==> config.mk <==
export PLATFORM = sky130hd
export DESIGN_NAME = random_unique_id_table
export DESIGN_NICKNAME = d
export VERILOG_FILES = /design/src/design/ruit_pkg.sv /design/src/design/random_unique_id_table.sv /design/src/design/ruit_mix.sv /design/src/design/ruit_mod.sv /design/src/design/ruit_tbl.sv
export SDC_FILE = /design/constraint.sdc
export NUM_CORES = 2
export LEC_CHECK = 0
export BUFFER_PORTS_ARGS = -buffer_cell sky130_fd_sc_hd__buf_4
export CAP_MARGIN = 30
export CORE_MARGIN = 2
export CORE_UTILIZATION = 40
export CTS_CLUSTER_SIZE = 20
export DETAILED_ROUTE_END_ITERATION = 12
export SETUP_SLACK_MARGIN = 0.1
export SLEW_MARGIN = 20
export SYNTH_ARGS = -nofsm -noshare
export SYNTH_HDL_FRONTEND = slang
export SYNTH_SLANG_ARGS = --single-unit
export TNS_END_PERCENT = 100
==> constraint.sdc <==
create_clock -name i_clk -period 27.9 [get_ports i_clk]
set_input_delay 4.185 -clock i_clk [delete_from_list [all_inputs] [get_ports i_clk]]
set_output_delay 4.185 -clock i_clk [all_outputs]
set_load 0.02 [all_outputs]
==> src/design/ruit_pkg.sv <==
`default_nettype none
package ruit_pkg;

    localparam int TABLE_DEPTH_DEF = 32;

    localparam int KIND_W = 2;
    localparam int TV_W   = 64;
    localparam int ID_W   = 16;
    localparam int SLOT_W = 8;
    localparam int STAT_W = 2;
    localparam int SPAN_W = ID_W + 1;

    // request kinds
    localparam logic [KIND_W-1:0] KIND_CLEAR = 2'd0;
    localparam logic [KIND_W-1:0] KIND_GEN   = 2'd1;
    localparam logic [KIND_W-1:0] KIND_ADD   = 2'd2;
    localparam logic [KIND_W-1:0] KIND_READ  = 2'd3;

    // result status codes
    localparam logic [STAT_W-1:0] STAT_OK    = 2'd0;
    localparam logic [STAT_W-1:0] STAT_BUSY  = 2'd1;
    localparam logic [STAT_W-1:0] STAT_SLOT  = 2'd2;
    localparam logic [STAT_W-1:0] STAT_RANGE = 2'd3;

    // splitmix64 finalizer
    localparam logic [TV_W-1:0] MIX_MUL_A = 64'hbf58476d1ce4e5b9;
    localparam logic [TV_W-1:0] MIX_MUL_B = 64'h94d049bb133111eb;
    localparam int MIX_SH0 = 30;
    localparam int MIX_SH1 = 27;
    localparam int MIX_SH2 = 31;

    typedef struct packed {
        logic [KIND_W-1:0] kind;
        logic [TV_W-1:0]   timer_value;
        logic [ID_W-1:0]   range_low;
        logic [ID_W-1:0]   range_high;
        logic [SLOT_W-1:0] slot;
        logic [ID_W-1:0]   add_value;
    } t_in_req;

    typedef struct packed {
        logic [ID_W-1:0]   id;
        logic [STAT_W-1:0] status;
    } t_out_rsp;

    // table command and response
    typedef struct packed {
        logic              clear;
        logic              wr;
        logic              rd;
        logic              scan;
        logic [SLOT_W-1:0] slot;
        logic [ID_W-1:0]   data;
    } t_tbl_cmd;

    typedef struct packed {
        logic            done;
        logic            hit;
        logic            occ;
        logic [ID_W-1:0] rdata;
    } t_tbl_rsp;

    typedef enum logic [2:0] {
        S_IDLE,
        S_MIX,
        S_MOD,
        S_SCAN,
        S_READ,
        S_DONE
    } t_state;

endpackage
`default_nettype wire

==> src/design/random_unique_id_table.sv <==
// Random unique id table.
// Request channel: i_in_valid / o_in_stall carry one t_in_req. A request is
// taken when i_in_valid is high and o_in_stall low. o_in_stall is high from
// the cycle after a request is taken until its result sits in the output
// register; one request is worked on at a time.
// Result channel: o_out_valid / i_out_stall carry one t_out_rsp per request.
// The output register holds a result while i_out_stall is high; the next
// request may be taken meanwhile, but its result waits in the sequencer.
// Work per request, in order, before the result is handed to the output
// register:
//   clear    : two-round multiply sequence, then handoff
//   generate : mix, 64-step remainder, then a memory scan over all
//              TABLE_DEPTH entries, one read per cycle
//   add/read : one memory read
//   slot or range error: handoff only
// Reset (synchronous, active low) clears the seed, every occupied flag and
// all control state; entries without an occupied flag read as zero, so the
// id memory itself needs no clearing pass.
`default_nettype none
module random_unique_id_table #(
    parameter int TABLE_DEPTH = ruit_pkg::TABLE_DEPTH_DEF
) (
    input  wire logic              i_clk,
    input  wire logic              i_rst_n,
    input  wire logic              i_in_valid,
    output logic                   o_in_stall,
    input  wire ruit_pkg::t_in_req  i_in_req,
    output logic                   o_out_valid,
    input  wire logic              i_out_stall,
    output ruit_pkg::t_out_rsp     o_out_rsp
);
    import ruit_pkg::*;

    t_state          r_state, n_state;
    t_in_req         r_req;
    logic [TV_W-1:0] r_seed, n_seed;
    logic [ID_W-1:0] r_cand, n_cand;
    t_out_rsp        r_res, n_res;
    logic            r_out_vld;
    t_out_rsp        r_out;

    logic              w_accept;
    logic              w_load_out;
    logic              mix_start;
    logic [TV_W-1:0]   mix_value;
    logic              mix_done;
    logic [TV_W-1:0]   mix_result;
    logic              mod_start;
    logic [SPAN_W-1:0] mod_span;
    logic              mod_done;
    logic [SPAN_W-1:0] mod_rem;
    t_tbl_cmd          tbl_cmd;
    t_tbl_rsp          tbl_rsp;

    assign w_accept = i_in_valid && !o_in_stall;
    // span of the id range; 0..65535 gives 65536 in 17 bits
    assign mod_span = {1'b0, r_req.range_high} - {1'b0, r_req.range_low} + SPAN_W'(1);

    ruit_mix u_mix (
        .i_clk    (i_clk),
        .i_rst_n  (i_rst_n),
        .i_start  (mix_start),
        .i_value  (mix_value),
        .o_done   (mix_done),
        .o_result (mix_result)
    );

    ruit_mod u_mod (
        .i_clk      (i_clk),
        .i_rst_n    (i_rst_n),
        .i_start    (mod_start),
        .i_dividend (mix_result),
        .i_divisor  (mod_span),
        .o_done     (mod_done),
        .o_rem      (mod_rem)
    );

    ruit_tbl #(
        .TABLE_DEPTH (TABLE_DEPTH)
    ) u_tbl (
        .i_clk   (i_clk),
        .i_rst_n (i_rst_n),
        .i_cmd   (tbl_cmd),
        .o_rsp   (tbl_rsp)
    );

    always_ff @(posedge i_clk) begin
        if (!i_rst_n) begin
            r_state   <= S_IDLE;
            r_seed    <= '0;
            r_out_vld <= 1'b0;
        end else begin
            r_state <= n_state;
            r_seed  <= n_seed;
            if (w_load_out) begin
                r_out_vld <= 1'b1;
            end else if (!i_out_stall) begin
                r_out_vld <= 1'b0;
            end
        end
    end

    always_ff @(posedge i_clk) begin
        if (w_accept) begin
            r_req <= i_in_req;
        end
        r_cand <= n_cand;
        r_res  <= n_res;
        if (w_load_out) begin
            r_out <= r_res;
        end
    end

    always_comb begin
        n_state    = r_state;
        n_seed     = r_seed;
        n_cand     = r_cand;
        n_res      = r_res;
        mix_start  = 1'b0;
        mix_value  = i_in_req.timer_value;
        mod_start  = 1'b0;
        tbl_cmd    = '0;
        w_load_out = 1'b0;

        case (r_state)
            S_IDLE: begin
                if (w_accept) begin
                    tbl_cmd.slot = i_in_req.slot;
                    if (i_in_req.kind == KIND_CLEAR) begin
                        tbl_cmd.clear = 1'b1;
                        mix_start     = 1'b1;
                        n_state       = S_MIX;
                    end else if (i_in_req.slot >= SLOT_W'(TABLE_DEPTH)) begin
                        n_res   = '{id: '0, status: STAT_SLOT};
                        n_state = S_DONE;
                    end else begin
                        case (i_in_req.kind)
                            KIND_GEN: begin
                                if (i_in_req.range_high < i_in_req.range_low) begin
                                    n_res   = '{id: '0, status: STAT_RANGE};
                                    n_state = S_DONE;
                                end else begin
                                    mix_value = r_seed ^ i_in_req.timer_value;
                                    mix_start = 1'b1;
                                    n_state   = S_MIX;
                                end
                            end
                            default: begin
                                tbl_cmd.rd = 1'b1;
                                n_state    = S_READ;
                            end
                        endcase
                    end
                end
            end
            S_MIX: begin
                if (mix_done) begin
                    n_seed = mix_result;
                    if (r_req.kind == KIND_CLEAR) begin
                        n_res   = '{id: '0, status: STAT_OK};
                        n_state = S_DONE;
                    end else begin
                        mod_start = 1'b1;
                        n_state   = S_MOD;
                    end
                end
            end
            S_MOD: begin
                if (mod_done) begin
                    // lo + rem never passes range_high, so 16 bits hold it
                    n_cand       = r_req.range_low + mod_rem[ID_W-1:0];
                    tbl_cmd.scan = 1'b1;
                    tbl_cmd.data = n_cand;
                    n_state      = S_SCAN;
                end
            end
            S_SCAN: begin
                if (tbl_rsp.done) begin
                    if (tbl_rsp.hit) begin
                        n_res = '{id: r_cand, status: STAT_BUSY};
                    end else begin
                        tbl_cmd.wr   = 1'b1;
                        tbl_cmd.slot = r_req.slot;
                        tbl_cmd.data = r_cand;
                        n_res        = '{id: r_cand, status: STAT_OK};
                    end
                    n_state = S_DONE;
                end
            end
            S_READ: begin
                if (tbl_rsp.done) begin
                    if (r_req.kind == KIND_ADD) begin
                        if (tbl_rsp.occ) begin
                            n_res = '{id: '0, status: STAT_BUSY};
                        end else begin
                            tbl_cmd.wr   = 1'b1;
                            tbl_cmd.slot = r_req.slot;
                            tbl_cmd.data = r_req.add_value;
                            n_res        = '{id: '0, status: STAT_OK};
                        end
                    end else begin
                        n_res = '{id: tbl_rsp.rdata, status: STAT_OK};
                    end
                    n_state = S_DONE;
                end
            end
            S_DONE: begin
                // hand the result over once the output register is free
                if (!r_out_vld || !i_out_stall) begin
                    w_load_out = 1'b1;
                    n_state    = S_IDLE;
                end
            end
            default: begin
                n_state = S_IDLE;
            end
        endcase
    end

    assign o_in_stall  = (r_state != S_IDLE);
    assign o_out_valid = r_out_vld;
    assign o_out_rsp   = r_out;

endmodule
`default_nettype wire

==> src/design/ruit_mix.sv <==
`default_nettype none
// splitmix64 finalizer on one shared 32x32 multiplier, 4 steps per 64-bit product
module ruit_mix (
    input  wire logic                    i_clk,
    input  wire logic                    i_rst_n,
    input  wire logic                    i_start,
    input  wire logic [ruit_pkg::TV_W-1:0] i_value,
    output logic                         o_done,
    output logic [ruit_pkg::TV_W-1:0]    o_result
);
    import ruit_pkg::*;

    localparam int HW = TV_W / 2;

    logic            r_busy;
    logic            r_round;
    logic [1:0]      r_sub;
    logic            r_done;
    logic [TV_W-1:0] r_v;
    logic [TV_W-1:0] r_acc;
    logic [TV_W-1:0] r_prod;

    logic [TV_W-1:0] w_mul_k;
    logic [HW-1:0]   w_op_a;
    logic [HW-1:0]   w_op_b;
    logic [TV_W-1:0] w_prod;
    logic [TV_W-1:0] w_full;
    logic [TV_W-1:0] w_fin;

    always_comb begin
        w_mul_k = r_round ? MIX_MUL_B : MIX_MUL_A;
        case (r_sub)
            2'd0: begin
                w_op_a = r_v[HW-1:0];
                w_op_b = w_mul_k[HW-1:0];
            end
            2'd1: begin
                w_op_a = r_v[HW-1:0];
                w_op_b = w_mul_k[TV_W-1:HW];
            end
            default: begin
                w_op_a = r_v[TV_W-1:HW];
                w_op_b = w_mul_k[HW-1:0];
            end
        endcase
        w_prod = TV_W'(w_op_a) * TV_W'(w_op_b);
        w_full = {r_acc[TV_W-1:HW] + r_prod[HW-1:0], r_acc[HW-1:0]};
        w_fin  = r_round ? (w_full ^ (w_full >> MIX_SH2)) : (w_full ^ (w_full >> MIX_SH1));
    end

    always_ff @(posedge i_clk) begin
        if (!i_rst_n) begin
            r_busy  <= 1'b0;
            r_round <= 1'b0;
            r_sub   <= 2'd0;
            r_done  <= 1'b0;
        end else begin
            r_done <= 1'b0;
            if (i_start) begin
                r_busy  <= 1'b1;
                r_round <= 1'b0;
                r_sub   <= 2'd0;
            end else if (r_busy) begin
                r_sub <= r_sub + 2'd1;
                if (r_sub == 2'd3) begin
                    r_round <= 1'b1;
                    if (r_round) begin
                        r_busy <= 1'b0;
                        r_done <= 1'b1;
                    end
                end
            end
        end
    end

    always_ff @(posedge i_clk) begin
        if (i_start) begin
            r_v <= i_value ^ (i_value >> MIX_SH0);
        end else if (r_busy) begin
            r_prod <= w_prod;
            case (r_sub)
                2'd1: r_acc <= r_prod;
                2'd2: r_acc[TV_W-1:HW] <= r_acc[TV_W-1:HW] + r_prod[HW-1:0];
                2'd3: r_v <= w_fin;
                default: ;
            endcase
        end
    end

    assign o_done   = r_done;
    assign o_result = r_v;

endmodule
`default_nettype wire

==> src/design/ruit_mod.sv <==
`default_nettype none
// restoring remainder, one dividend bit per cycle
module ruit_mod (
    input  wire logic                      i_clk,
    input  wire logic                      i_rst_n,
    input  wire logic                      i_start,
    input  wire logic [ruit_pkg::TV_W-1:0]   i_dividend,
    input  wire logic [ruit_pkg::SPAN_W-1:0] i_divisor,
    output logic                           o_done,
    output logic [ruit_pkg::SPAN_W-1:0]    o_rem
);
    import ruit_pkg::*;

    localparam int CNT_W = $clog2(TV_W);

    logic              r_busy;
    logic              r_done;
    logic [CNT_W-1:0]  r_cnt;
    logic [TV_W-1:0]   r_dvd;
    logic [SPAN_W-1:0] r_div;
    logic [SPAN_W-1:0] r_rem;

    logic [SPAN_W:0]   w_trial;
    logic [SPAN_W:0]   w_sub;
    logic [SPAN_W-1:0] w_rem;

    always_comb begin
        w_trial = {r_rem, r_dvd[TV_W-1]};
        w_sub   = w_trial - {1'b0, r_div};
        w_rem   = (w_trial >= {1'b0, r_div}) ? w_sub[SPAN_W-1:0] : w_trial[SPAN_W-1:0];
    end

    always_ff @(posedge i_clk) begin
        if (!i_rst_n) begin
            r_busy <= 1'b0;
            r_done <= 1'b0;
            r_cnt  <= '0;
        end else begin
            r_done <= 1'b0;
            if (i_start) begin
                r_busy <= 1'b1;
                r_cnt  <= '0;
            end else if (r_busy) begin
                r_cnt <= r_cnt + CNT_W'(1);
                if (r_cnt == CNT_W'(TV_W - 1)) begin
                    r_busy <= 1'b0;
                    r_done <= 1'b1;
                end
            end
        end
    end

    always_ff @(posedge i_clk) begin
        if (i_start) begin
            r_dvd <= i_dividend;
            r_div <= i_divisor;
            r_rem <= '0;
        end else if (r_busy) begin
            r_dvd <= r_dvd << 1;
            r_rem <= w_rem;
        end
    end

    assign o_done = r_done;
    assign o_rem  = r_rem;

endmodule
`default_nettype wire

==> src/design/ruit_tbl.sv <==
`default_nettype none
// id memory with occupied flags; one read per cycle, scan compares one entry per cycle
module ruit_tbl #(
    parameter int TABLE_DEPTH = ruit_pkg::TABLE_DEPTH_DEF
) (
    input  wire logic              i_clk,
    input  wire logic              i_rst_n,
    input  wire ruit_pkg::t_tbl_cmd i_cmd,
    output ruit_pkg::t_tbl_rsp     o_rsp
);
    import ruit_pkg::*;

    localparam int IDX_W = (TABLE_DEPTH > 1) ? $clog2(TABLE_DEPTH) : 1;

    logic [ID_W-1:0]        r_mem [TABLE_DEPTH];
    logic [TABLE_DEPTH-1:0] r_occ;

    logic             r_scanning;
    logic [IDX_W-1:0] r_scan_idx;
    logic [ID_W-1:0]  r_cand;
    logic             r_hit;
    logic             r_rd_vld;
    logic             r_rd_scan;
    logic             r_rd_last;
    logic             r_rd_occ;
    logic [ID_W-1:0]  r_rdata;

    logic [IDX_W-1:0] w_slot;
    logic [IDX_W-1:0] w_rd_idx;
    logic             w_rd_en;
    logic             w_scan_last;
    logic             w_match;

    always_comb begin
        w_slot      = i_cmd.slot[IDX_W-1:0];
        w_rd_idx    = r_scanning ? r_scan_idx : w_slot;
        w_rd_en     = r_scanning || i_cmd.rd;
        w_scan_last = (r_scan_idx == IDX_W'(TABLE_DEPTH - 1));
        w_match     = r_rd_occ && (r_rdata == r_cand);
    end

    // memory port
    always_ff @(posedge i_clk) begin
        if (i_cmd.wr) begin
            r_mem[w_slot] <= i_cmd.data;
        end
        r_rdata <= r_mem[w_rd_idx];
    end

    always_ff @(posedge i_clk) begin
        if (!i_rst_n) begin
            r_occ      <= '0;
            r_scanning <= 1'b0;
            r_scan_idx <= '0;
            r_rd_vld   <= 1'b0;
        end else begin
            if (i_cmd.clear) begin
                r_occ <= '0;
            end else if (i_cmd.wr) begin
                r_occ[w_slot] <= 1'b1;
            end
            r_rd_vld <= w_rd_en;
            if (i_cmd.scan) begin
                r_scanning <= 1'b1;
                r_scan_idx <= '0;
            end else if (r_scanning) begin
                r_scan_idx <= r_scan_idx + IDX_W'(1);
                if (w_scan_last) begin
                    r_scanning <= 1'b0;
                end
            end
        end
    end

    always_ff @(posedge i_clk) begin
        r_rd_occ  <= r_occ[w_rd_idx];
        r_rd_scan <= r_scanning;
        r_rd_last <= r_scanning ? w_scan_last : 1'b1;
        if (i_cmd.scan) begin
            r_cand <= i_cmd.data;
            r_hit  <= 1'b0;
        end else if (r_rd_vld && r_rd_scan) begin
            r_hit <= r_hit | w_match;
        end
    end

    always_comb begin
        o_rsp.done  = r_rd_vld && r_rd_last;
        o_rsp.hit   = r_hit | (r_rd_scan && w_match);
        o_rsp.occ   = r_rd_occ;
        o_rsp.rdata = r_rd_occ ? r_rdata : '0;
    end

endmodule
`default_nettype wire
# ---- Word level (Yosys, flattened, before mapping)
# Memory sizes are Yosys's and may differ from the RTL's. A register that Yosys moved wholly into a read port is not among the register bits.
# Index checks and enable logic that the tools add are counted.
dict set report word_totals {
  mem_count 1
  ram_bits 512
  register_bits 537
}
# name depth width rd rd_ports_with_merged_regs wr line_no
set memory_table {}
lappend memory_table {u_tbl.r_mem 32 16 1 1 1 ruit_tbl.sv:15} ;# logic [ID_W-1:0] r_mem [TABLE_DEPTH];
dict set report op_classes {
  n_lt_le_gt_ge 6
  reduce_logical 38
  n_addsub 8
  eq_ne 25
  bitwise 12
  multipliers 1
  muxes 99
}
# operator count
set ops {}
lappend ops {{two-way mux 64 bit} 12}
lappend ops {{two-way mux 18 bit} 10}
lappend ops {{two-way mux 21 bit} 5}
lappend ops {{one-hot mux 18 bit (4 select lines)} 1}
lappend ops {{multiplier 32 x 32 -> 64 bit} 1}
lappend ops {{two-way mux 32 bit} 2}
lappend ops {{one-hot mux 32 bit (2 select lines)} 1}
lappend ops {{bitwise XOR 64 x 33 -> 64 bit} 1}
lappend ops {{bitwise XOR 64 x 34 -> 64 bit} 1}
lappend ops {{bitwise XOR 64 x 37 -> 64 bit} 1}
lappend ops {{bitwise XOR 64 bit} 1}
lappend ops {{two-way mux 62 bit} 1}
lappend ops {{one-hot mux 16 bit (3 select lines)} 1}
lappend ops {{two-way mux 1 bit} 46}
lappend ops {{adder 32 bit} 1}
lappend ops {{two-way mux 16 bit} 2}
lappend ops {{OR 32 bit} 1}
lappend ops {{two-way mux 3 bit} 10}
lappend ops {{greater-or-equal comparator 18 x 17 -> 1 bit} 1}
lappend ops {{adder 17 x 1 -> 17 bit, second input constant} 1}
lappend ops {{two-way mux 17 bit} 1}
lappend ops {{subtractor 16 x 16 -> 17 bit} 1}
lappend ops {{subtractor 17 bit} 1}
lappend ops {{adder 16 bit} 1}
lappend ops {{other kinds (42)} 85}

# ---- Longest topological paths before layout
dict set report logic_depth {
  ltp_word 12
  ltp_mapped 37
  depth_no_buf 35
}

# ---- By module
# From an unflattened synthesis, not the netlist that was laid out.
dict set report hier_totals {
  hier_cells 7236
  hier_area_um2 78893.2
}
# module area_per_inst_um2 seq_area_each_um2 cells_per_inst instances
set modules_own_cells {}
lappend modules_own_cells {ruit_mix 39660.5 5865.6 4012 1}
lappend modules_own_cells {ruit_tbl 23583.9 17036.3 1749 1}
lappend modules_own_cells {random_unique_id_table 10342.4 4664.5 1053 1}
lappend modules_own_cells {ruit_mod 5306.3 2932.8 422 1}

# ---- Worst setup path before layout
# Ideal clock, no wire load.
dict set report synth_timing {
  path_kind {register -> register}
  from {register u_mix.r_sub[1]}
  to {register u_mix.r_prod[63] (data pin)}
  setup_ns 0.268
  period_less_slack_ns 9.537
  path_stages_with_launch 35
  path_slack_ns 18.363
  arrival_ns 9.269
  cell_sequence {dfxtp_1 inv_1 ha_1 nor2_1 clkbuf_1 clkbuf_1 mux2i_1 nor2_1 inv_1 nor2_1 nor2_1 inv_1 fa_1 fa_1 fa_1 inv_1 fa_1 inv_1 fa_1 fa_1 inv_1 fa_1 fa_1 inv_1 ha_1 clkbuf_1 a21o_1 o21bai_1 a311oi_1 o22ai_1 o31ai_1 a21oi_1 o221a_2 o41ai_1 xnor2_1}
}
dict set report synth_between {
  elab_chain_len 4
}
# item line_no
set synth_lines {}
lappend synth_lines {{start: declaration} ruit_mix.sv:17} ;# logic [1:0] r_sub;
lappend synth_lines {{start signal: assignment} ruit_mix.sv:64} ;# r_sub <= r_sub + 2'd1;
lappend synth_lines {{equality test 2 x 1 -> 1 bit / zero test 2 bit (equally long branches)} ruit_mix.sv:32} ;# case (r_sub)
lappend synth_lines {{OR reduction 2 bit (no source line)} --}
lappend synth_lines {{two-way mux 32 bit} ruit_mix.sv:32}
lappend synth_lines {{multiplier 32 x 32 -> 64 bit (*)} ruit_mix.sv:46} ;# w_prod = TV_W'(w_op_a) * TV_W'(w_op_b);
lappend synth_lines {{net u_mix.w_prod[63]} ruit_mix.sv:26} ;# logic [TV_W-1:0] w_prod;
lappend synth_lines {{end signal: assignment} ruit_mix.sv:80} ;# r_prod <= w_prod;
lappend synth_lines {{end: declaration} ruit_mix.sv:21} ;# logic [TV_W-1:0] r_prod;
# The timed path passes the listed nets; every way through them passes the cells marked *.
# A chain may end at the register's enable or synchronous reset.

# ---- Final worst setup path
# Ends and elaborated chain as after synthesis.

==> reports/qor_table.md <==
| Metric | Reported |
|:---|:---|
| Result of the run | complete, no violations |
| Fraction of layout instances using a drive strength above 1 | 7.626% |
| Number of global-route vias before repair | 54,700 |
| First DRT Iteration DRCs | 5,829 |
| Half-perimeter wire length after placement | 198,800 µm |
| Most common cell type on the critical path | fa_1 |
| Layout overhead on the synthesized area | 10.28% |
| RSZ-0062 raised after global routing | false |
| Worst-path fanout max | 34 |
| Post-Synth XOR/XNOR Area | 3.457% |
| Total I/O pin count | 146 |
| Vert. Die Dim | 442.1 µm |
| Sinks on the clock net | 1,065 |
| Achievable frequency | 89.62 MHz |
| Detailed-route DRC error count | 0 |
| Instance count of the mapped netlist | 7,191 |
| Maximum number of pins on one net before global-route repair | 135 |
| Final period demand of the worst path | 11,160 ps |
| Initial standard-cell utilization of the core | 40.32% |
| Number of warnings issued by yosys | 0 |
| Crit path capture type | register |
| Latest clock arrival within the worst-skew pair | 730 ps |
| CTS Buffer Depth | 3 |
| Final wirelength | 254,000 µm |
| Clock transition at the registers of the reported paths | 60 ps |
| Number of distinct library cell variants in the gate-level netlist after synthesis | 88 |
| Buffer type at the clock tree root | clkbuf_16 |
| H-tree level count | 3 |
| I/O Buffers | 145 |
| Global-route usage over all layers | 25.66% |
| Share of the clock period used by the worst path after layout | 39.99% |
| Initial antenna violation count | 11 |
| Simple-Gate Fraction of Synth Area | 11.62% |
| Most Used Layer, Global Route | met2 |
| Setup clock skew after layout | 54.29 ps |
| Number of antenna-violating nets in the routed design | 0 |
| Post-Synthesis Mean Instance Area | 10.67 µm² |
| Pins over their slew limit | 0 |
| First-pass GRT wire length | 371,200 µm |
| Portion of the post-synthesis area used by sequential elements | 39.62% |
| Die area | 195,400 µm² |
| Number of buffers created by CTS | 100 |
| GRT overflow | 0 |
| Net count, final | 8,690 |
| Mean number of vias per cell | 5.449 |
| Post-Syn Area | 76,760 µm² |
| Slew at the pin closest to its max-slew limit | 1073 ps |
| Worst setup path category | reg2reg |
| Placement Rows | 160 |
| Met1 capacity usage during global routing | 35.61% |
| Share of synthesized cell area in full adder, half adder and majority cells | 28.53% |
| Detail-routed net length per standard cell | 25.66 µm |
| Number of enable-type register cells in the synthesized netlist | 908 |
| Share of synthesized area spent on multiplexers | 1.803% |
| Synthesized-area fraction occupied by ao, oa, aoi and oai cells | 7.863% |
| Number of hold violations in the final report | 0 |
| CTS tree | built |
| Prevailing post-synth register cell | edfxtp_1 |
| GR Util met2 | 40.27% |
| Met3 Usage GRT | 5.788% |
| Setup tns final | 0 ps |
| Slowest library cell on the worst path | nor2_4 |
| Syn nets | 8,585 |
| Relative slew slack | 27.35% |
| Maximum single-stage delay on the critical path | 680 ps |
| Main combinational cell family by area after synthesis | adder cells |
| CTS Hold Buffers Added | 0 |
| Detailed-router iteration count before antenna repair | 6 |
| Max-capacitance violation count | 0 |
| Final number of setup-violating endpoints | 0 |
| Kind of path behind the tightest hold check | reg2reg |
| Kind of start point of the critical path | register |
| Total via count after detailed routing | 53,940 |
| Data required, critical path | 28,360 ps |
| Chip Width | 442.1 µm |
| Share of flip-flops with an asynchronous set or reset | 0% |
| Synthesis-stage register bit count | 1,065 |
| Core outline area | 190,400 µm² |
| Final Wtd Congestion | 1.039 |
| Arrival time of data at the critical path endpoint | 11,620 ps |
| Postcts setup bufs | 0 |
| Post_cts resized | 0 |
-- layout by cell type, fill, tap and decap left out, types with 156 or more instances in the layout --
cell type / synthesis / final
ha_1: 464 / 461
edfxtp_1: 908 / 908
nand2_1: 1157 / 1155
dfxtp_1: 157 / 156
fa_1: 804 / 804
inv_1: 1143 / 1141
buf_4: 18 / 256
xnor2_1: 178 / 178
a21oi_1: 297 / 296
o21ai_0: 184 / 169
nand3_1: 177 / 177
nor2_1: 354 / 348
-- per-stage QoR --
stage          hold slack, ps  std cells  instance area (µm²)  util (%)  setup WS, ps
6_report                395.6       9899                84650     44.46         16740
5_1_grt                 411.9       9895                84640     44.46         16260
4_1_cts                 389.9       9888                84500     44.38         16740
3_5_place_dp            404.5       9699                81060     42.58         16750
3_3_place_gp            402.3       9693                80920     42.50         16480
2_1_floorplan           329.0       7191                76760         -         18360
-- metal layers --
metal	part of all wire, %	vias up
li1	-	24000
met1	43	27250
met2	45	2353
met3	8.9	338
met4	3.1	2
met5	0.0051	-
-- worst max-delay path: cells and delay by family, from the launching register on --
kind                     cells  cell delay (ps)
AND/OR/NAND/NOR              4             1610
AO/OA/AOI/OAI                8             2200
adder cells (fa/ha/maj)     10             4490
multiplexers                 1              540
flip-flops                   1              390
buffers and inverters        7             1470
XOR/XNOR                     1              150
-- Yosys cell counts, types with 27 or more instances --
| master | number | area [µm²] |
|---|---|---|
| nand4_1 | 35 | 219.0 |
| xnor2_1 | 178 | 1559 |
| buf_2 | 53 | 265.3 |
| fa_1 | 804 | 16100 |
| mux2i_1 | 82 | 820.8 |
| mux2_2 | 50 | 563.0 |
| a21o_1 | 72 | 540.5 |
| o21ai_0 | 184 | 920.9 |
| nand2_1 | 1157 | 4343 |
| dfxtp_1 | 157 | 3143 |
| a31oi_1 | 76 | 475.5 |
| clkbuf_1 | 173 | 649.4 |
| xor2_1 | 125 | 1095 |
| nand3_1 | 177 | 885.9 |
| inv_1 | 1143 | 4290 |
| o21a_1 | 53 | 397.9 |
| nor2_1 | 354 | 1329 |
| and2_1 | 35 | 219.0 |
| and3_1 | 124 | 775.7 |
| o21bai_1 | 27 | 202.7 |
| a21oi_1 | 297 | 1486 |
| nor3_1 | 50 | 250.2 |
| edfxtp_1 | 908 | 27270 |
| ha_1 | 464 | 5806 |
-- state kept, by name (all words and copies together), names as in the netlist, 3 cells and up --
register / flops
u_tbl.r_occ: 32
u_mod.r_dvd: 64
u_mod.r_cnt: 6
u_tbl.r_scan_idx: 5
u_tbl.r_rdata: 16
u_tbl.r_cand: 16
r_req: 55
u_mix.r_prod: 64
u_mix.r_acc: 64
r_cand: 16
r_seed: 64
r_state: 3
u_mix.o_result: 64
u_mod.o_rem: 17
u_mod.r_div: 17
u_tbl.r_mem: 512
r_res: 18
o_out_rsp: 18
-- area by class of cell --
| class | count | area [µm²] |
|---|---|---|
| flip-flops and latches | 1065 | 30410 |
| clock buffers | 138 | 2910 |
| inverters | 1149 | 4315 |
| well taps | 2511 | 3142 |
| multi-input cells | 4711 | 41170 |
| fillers | 17820 | 105700 |
| diodes | 5 | 12.51 |
| repair buffers | 269 | 2158 |
| clock inverters | 51 | 530.5 |
-- worst paths after layout --
path / from / endpoint / slack, ps / depth (start not counted)
setup / recovery: u_mix.r_sub[1] / u_mix.r_prod[63] / 16740 / 31
hold / removal: r_res[6] / o_out_rsp[6] / 400 / 0
setup reg to reg: u_mix.r_sub[1] / u_mix.r_prod[63] / 16740 / 31
hold reg to reg: r_res[6] / o_out_rsp[6] / 400 / 0
-- logic make-up after synthesis --
group	count (synthesis)
simple gates	2062
buf+inv	1415
fa+ha+maj	1268
flops	1065
compound gates	946
xor+xnor	303
mux	132
Power is left out: the tool's default activity adds up to more than one toggle a clock period on the data nets, which glitch-free logic cannot reach.
